===== config.mk =====
export PLATFORM = sky130hd
export DESIGN_NAME = cfvl_queue
export DESIGN_NICKNAME = d
export VERILOG_FILES = /design/src/design/cfvl_pkg.sv /design/src/design/cfvl_queue.sv
export SDC_FILE = /design/constraint.sdc
export NUM_CORES = 1
export LEC_CHECK = 0
export ABC_AREA = 1
export BUFFER_PORTS_ARGS = -buffer_cell sky130_fd_sc_hd__buf_2
export CAP_MARGIN = 20
export CORE_MARGIN = 2
export CORE_UTILIZATION = 50
export DETAILED_ROUTE_END_ITERATION = 12
export PLACE_DENSITY = 0.87
export SLEW_MARGIN = 0
export SYNTH_ARGS = -nofsm -noshare
export SYNTH_HDL_FRONTEND = slang
export SYNTH_SLANG_ARGS = --single-unit

===== constraint.sdc =====
create_clock -name clk -period 13.6 [get_ports clk]
set_clock_uncertainty 0.2 [all_clocks]
set_input_delay 2.72 -clock clk [delete_from_list [all_inputs] [get_ports clk]]
set_output_delay 2.72 -clock clk [all_outputs]
set_load 0.01 [all_outputs]

===== src/design/cfvl_pkg.sv =====
package cfvl_pkg;

    typedef enum logic [1:0] {
        REQ_LOOKUP = 2'd0,
        REQ_ADD    = 2'd1,
        REQ_DELETE = 2'd2,
        REQ_NONE   = 2'd3
    } req_t;

    typedef enum logic [1:0] {
        ST_INSERTED = 2'd0,
        ST_REFRESHED = 2'd1,
        ST_EVICTED  = 2'd2
    } add_status_t;

    typedef enum logic [2:0] {
        S_IDLE,
        S_SCAN,
        S_SHIFT,
        S_PICK,
        S_DONE
    } eng_state_t;

    typedef struct packed {
        req_t        req_type;
        logic [31:0] content_name;
        logic [15:0] version;
        logic [7:0]  port;
        logic [31:0] new_hop_addr;
    } req_item_t;

    typedef struct packed {
        logic        hit;
        logic [31:0] hop_addr;
        logic [7:0]  out_port;
        logic [1:0]  status;
        logic [5:0]  removed_count;
    } rsp_item_t;

    localparam int ReqBits = $bits(req_item_t);
    localparam int RspBits = $bits(rsp_item_t);

endpackage


===== src/design/cfvl_queue.sv =====
module cfvl_queue
    import cfvl_pkg::*;
(
    input  logic      clk,
    input  logic      rst_n,
    input  logic      in_valid,
    output logic      in_ready,
    input  req_item_t in_item,
    output logic      out_valid,
    input  logic      out_ready,
    output req_item_t out_item
);

    // Two-entry request queue between the port and the table engine.
    req_item_t  mem_reg [2];
    logic       wr_ptr_reg, rd_ptr_reg;
    logic [1:0] cnt_reg;
    logic       push, pop;

    assign in_ready  = (cnt_reg != 2'd2);
    assign out_valid = (cnt_reg != 2'd0);
    assign out_item  = mem_reg[rd_ptr_reg];
    assign push      = in_valid && in_ready;
    assign pop       = out_valid && out_ready;

    always_ff @(posedge clk)
    begin
        if (push)
        begin
            mem_reg[wr_ptr_reg] <= in_item;
        end
    end

    always_ff @(posedge clk or negedge rst_n)
    begin
        if (!rst_n)
        begin
            wr_ptr_reg <= 1'b0;
            rd_ptr_reg <= 1'b0;
            cnt_reg    <= 2'd0;
        end
        else
        begin
            if (push)
            begin
                wr_ptr_reg <= ~wr_ptr_reg;
            end
            if (pop)
            begin
                rd_ptr_reg <= ~rd_ptr_reg;
            end
            cnt_reg <= cnt_reg + {1'b0, push} - {1'b0, pop};
        end
    end

endmodule


==> results by group <==
Placement
  – Dpl hpwl: 8060 µm
  – GP Congestion: 0.728
  – Port Buffers: 185

Clock network
  – Clk root buf: clkbuf_16
  – CTS tree: done
  – CTS buffer count: 17
  – Clk buf depth: 2
  – Worst-Skew Late Latency: 0.42 ns
  – Setup bufs post-CTS: 0
  – Worst-path clk slew: 0.06 ns
  – Resize count post-CTS: 0
  – Hold-fix buffers, CTS: 0
  – Max H-tree Level: 4
  – Clk sink count: 184

Finish
  – Ant. Diodes: 0
  – Filler Cell Count: 982
  – Layout Utilization: 63.4%
  – Share of layout cells above drive strength 1: 31.7%
  – Area Overhead vs Synth: 23.6%
  – Max reg flops: 180
  – Nets: 786

Setup path
  – Critical path type: register to output port
  – CP required: 10.68 ns
  – Critical path endpoint category: output port
  – Source of the worst register-to-register timing path: rd_ptr_reg$_DFFE_PN0P_
  – Crit start category: register
  – Reg2Reg Setup Slack: 11.25 ns
  – Critical Path AT: 2.63 ns
  – Reg-to-Reg End: rd_ptr_reg$_DFFE_PN0P_
  – FF-to-FF path depth: 4
  – Critical-path maximum fanout: 92

Outcome
  – Status: finished, final reports clean

Floorplanning
  – Die height: 121 µm
  – Top-level I/O count: 186
  – FP Rows: 42
  – Initial core utilization: 51.3%
  – Die width: 121 µm
  – Full die area: 0.0146 mm²
  – Core Area: 0.0133 mm²

Yosys
  – Cells after synthesis: 501
  – Top cells by area, synth: edfxtp_1 79%, nand2_1 16%, clkbuf_8 1.8%, dfrtp_1 1.5%, buf_2 0.66%
  – Flops & latches, synth: 184
  – Top-area cell type share of the netlist area: 79.2%
  – Area leader, netlist: edfxtp_1
  – Synth cell count leaders: 283 x nand2_1, 180 x edfxtp_1, 9 x buf_2, 9 x clkbuf_8, 8 x inv_1
  – Count leader, synth: nand2_1
  – Mean Syn Cell Area: 13.6 µm²
  – Syn Nets: 597
  – Post-synthesis cell area: 0.00683 mm²
  – Asr flop ratio synth: 2.17%
  – Ys Warns: 0
  – EDFF count, synth: 180
  – Cell variety after synth: 11
  – Top_reg_cell synth: edfxtp_1
  – Sequential area share after synthesis: 80.7%

Routing
  – Pre-antenna DRT Iters: 7
  – # DRC: 0
  – Avg WL per Cell: 14.4 µm
  – First DRT Iteration DRCs: 293
  – Vias: 4181
  – Vias per cell: 4.76
  – ANT nets after route: 0
  – Wirelength, routed: 12600 µm

Timing
  – Hold Slack: 0.280 ns
  – Worst Tran Pin Value: 0.986 ns
  – Final Slew Violations: 0
  – Fin. Hold Viols: 0
  – Post-route clock period utilization: 40.8%
  – RSZ-0062 raised after global routing: no
  – TNS Setup: 0 ns
  – Max Freq: 180 MHz
  – Crit path time final: 5.55 ns
  – Final setup violation count: 0
  – Slew HR: 34.3%

GRT
  – Busiest grt layer: met2
  – Global route overflow: 0
  – GR Layer Usage met2: 29.6%
  – GR Util met3: 5.52%
  – First-pass GRT wire length: 19200 µm
  – GRT Util Overall: 17.6%
  – Largest net degree at the start of global routing: 93
  – Vias in the first global route: 4033
  – GR Layer Usage met1: 21.1%
  – Initial antenna violation count: 2

Power
  – Pwr dens: 220 mW/mm²
  – Worst VDD drop: 0.126 mV
  – Leak: 3.67 nW

Worst hold path
  – Hold path cells: 2
  – Hold Crit Start: wr_ptr_reg$_DFFE_PN0N_
  – Hold Path End: wr_ptr_reg$_DFFE_PN0N_
  – Worst min-delay path class: register to register

Run
  – Max cap viols: 0
final cells by class:
type                            instances  area [µm²]  share of cell area, %
Clock buffer                           17         425                   5.04
Clock inverter                         15         174                   2.06
Inverter                                9        36.3                  0.430
Multi-Input combinational cell        289        1110                   13.2
Sequential cell                       184        5510                   65.3
Tap cell                              176         220                   2.61
Timing Repair Buffer                  189         956                   11.3
cell usage in the layout (no fill, tap or decap), types with 2 or more instances in the layout:
cell and instances:
inv_1 7, clkinv_2 2, nand2_1 283, nand3_1 3
edfxtp_1 180, ha_1 2, clkbuf_16 17, clkinv_1 2
dfrtp_1 3, buf_2 185, clkinvlp_4 3, bufinv_16 3
inv_6 3, clkinv_4 2, buf_4 4
worst max-delay path, stage by stage, from the launching register on:
cell	delay, ns
dfrtp_4	0.83
inv_2	0.19
buf_4	0.74
nand2_1	0.16
nand2_1	0.11
buf_2	0.13
kinds of logic (layout without fill, tap and decap cells):
kind of cell	after synthesis	count (layout)	share of synthesized area, %
AND/OR/NAND/NOR	287	287	15.8
flip-flops	184	184	80.7
buffers and inverters	28	230	3.13
adder cells (fa/ha/maj)	2	2	0.367
routing by layer:
layer | routed length [µm] | share of wire (%)
met4 | 214 | 1.7
met1 | 5130 | 41
met2 | 6450 | 51
met3 | 820 | 6.5
met5 | 23 | 0.18
worst max path at each step:
stage	cells past startpoint	startpoint	end	slack, ns
2_1_floorplan	2	in_valid	mem_reg[1][0]$_DFFE_PP_	6.30
3_3_place_gp	5	rd_ptr_reg$_DFFE_PN0P_	out_item[7]	8.54
3_5_place_dp	5	rd_ptr_reg$_DFFE_PN0P_	out_item[51]	8.49
4_1_cts	5	rd_ptr_reg$_DFFE_PN0P_	out_item[51]	8.02
5_1_grt	5	rd_ptr_reg$_DFFE_PN0P_	out_item[51]	7.88
6_report	5	rd_ptr_reg$_DFFE_PN0P_	out_item[51]	8.05
per-stage QoR:
stage	worst slack (ns)	instances	cell area, µm²	total power, mW
after global routing	7.88	879	8430	1.96
after detailed placement	8.49	847	7840	1.38
after global placement	8.54	847	7840	1.36
after floorplan	6.30	501	6830	1.19
after CTS	8.02	879	8430	1.87
final	8.05	879	8430	1.85
power breakdown:
part	switching [mW]	internal, mW
clock network	0.201	0.289
registers	0.0698	0.774
logic	0.338	0.180
total	0.609	1.24
Note: power is estimated with default switching activity, not from simulation.
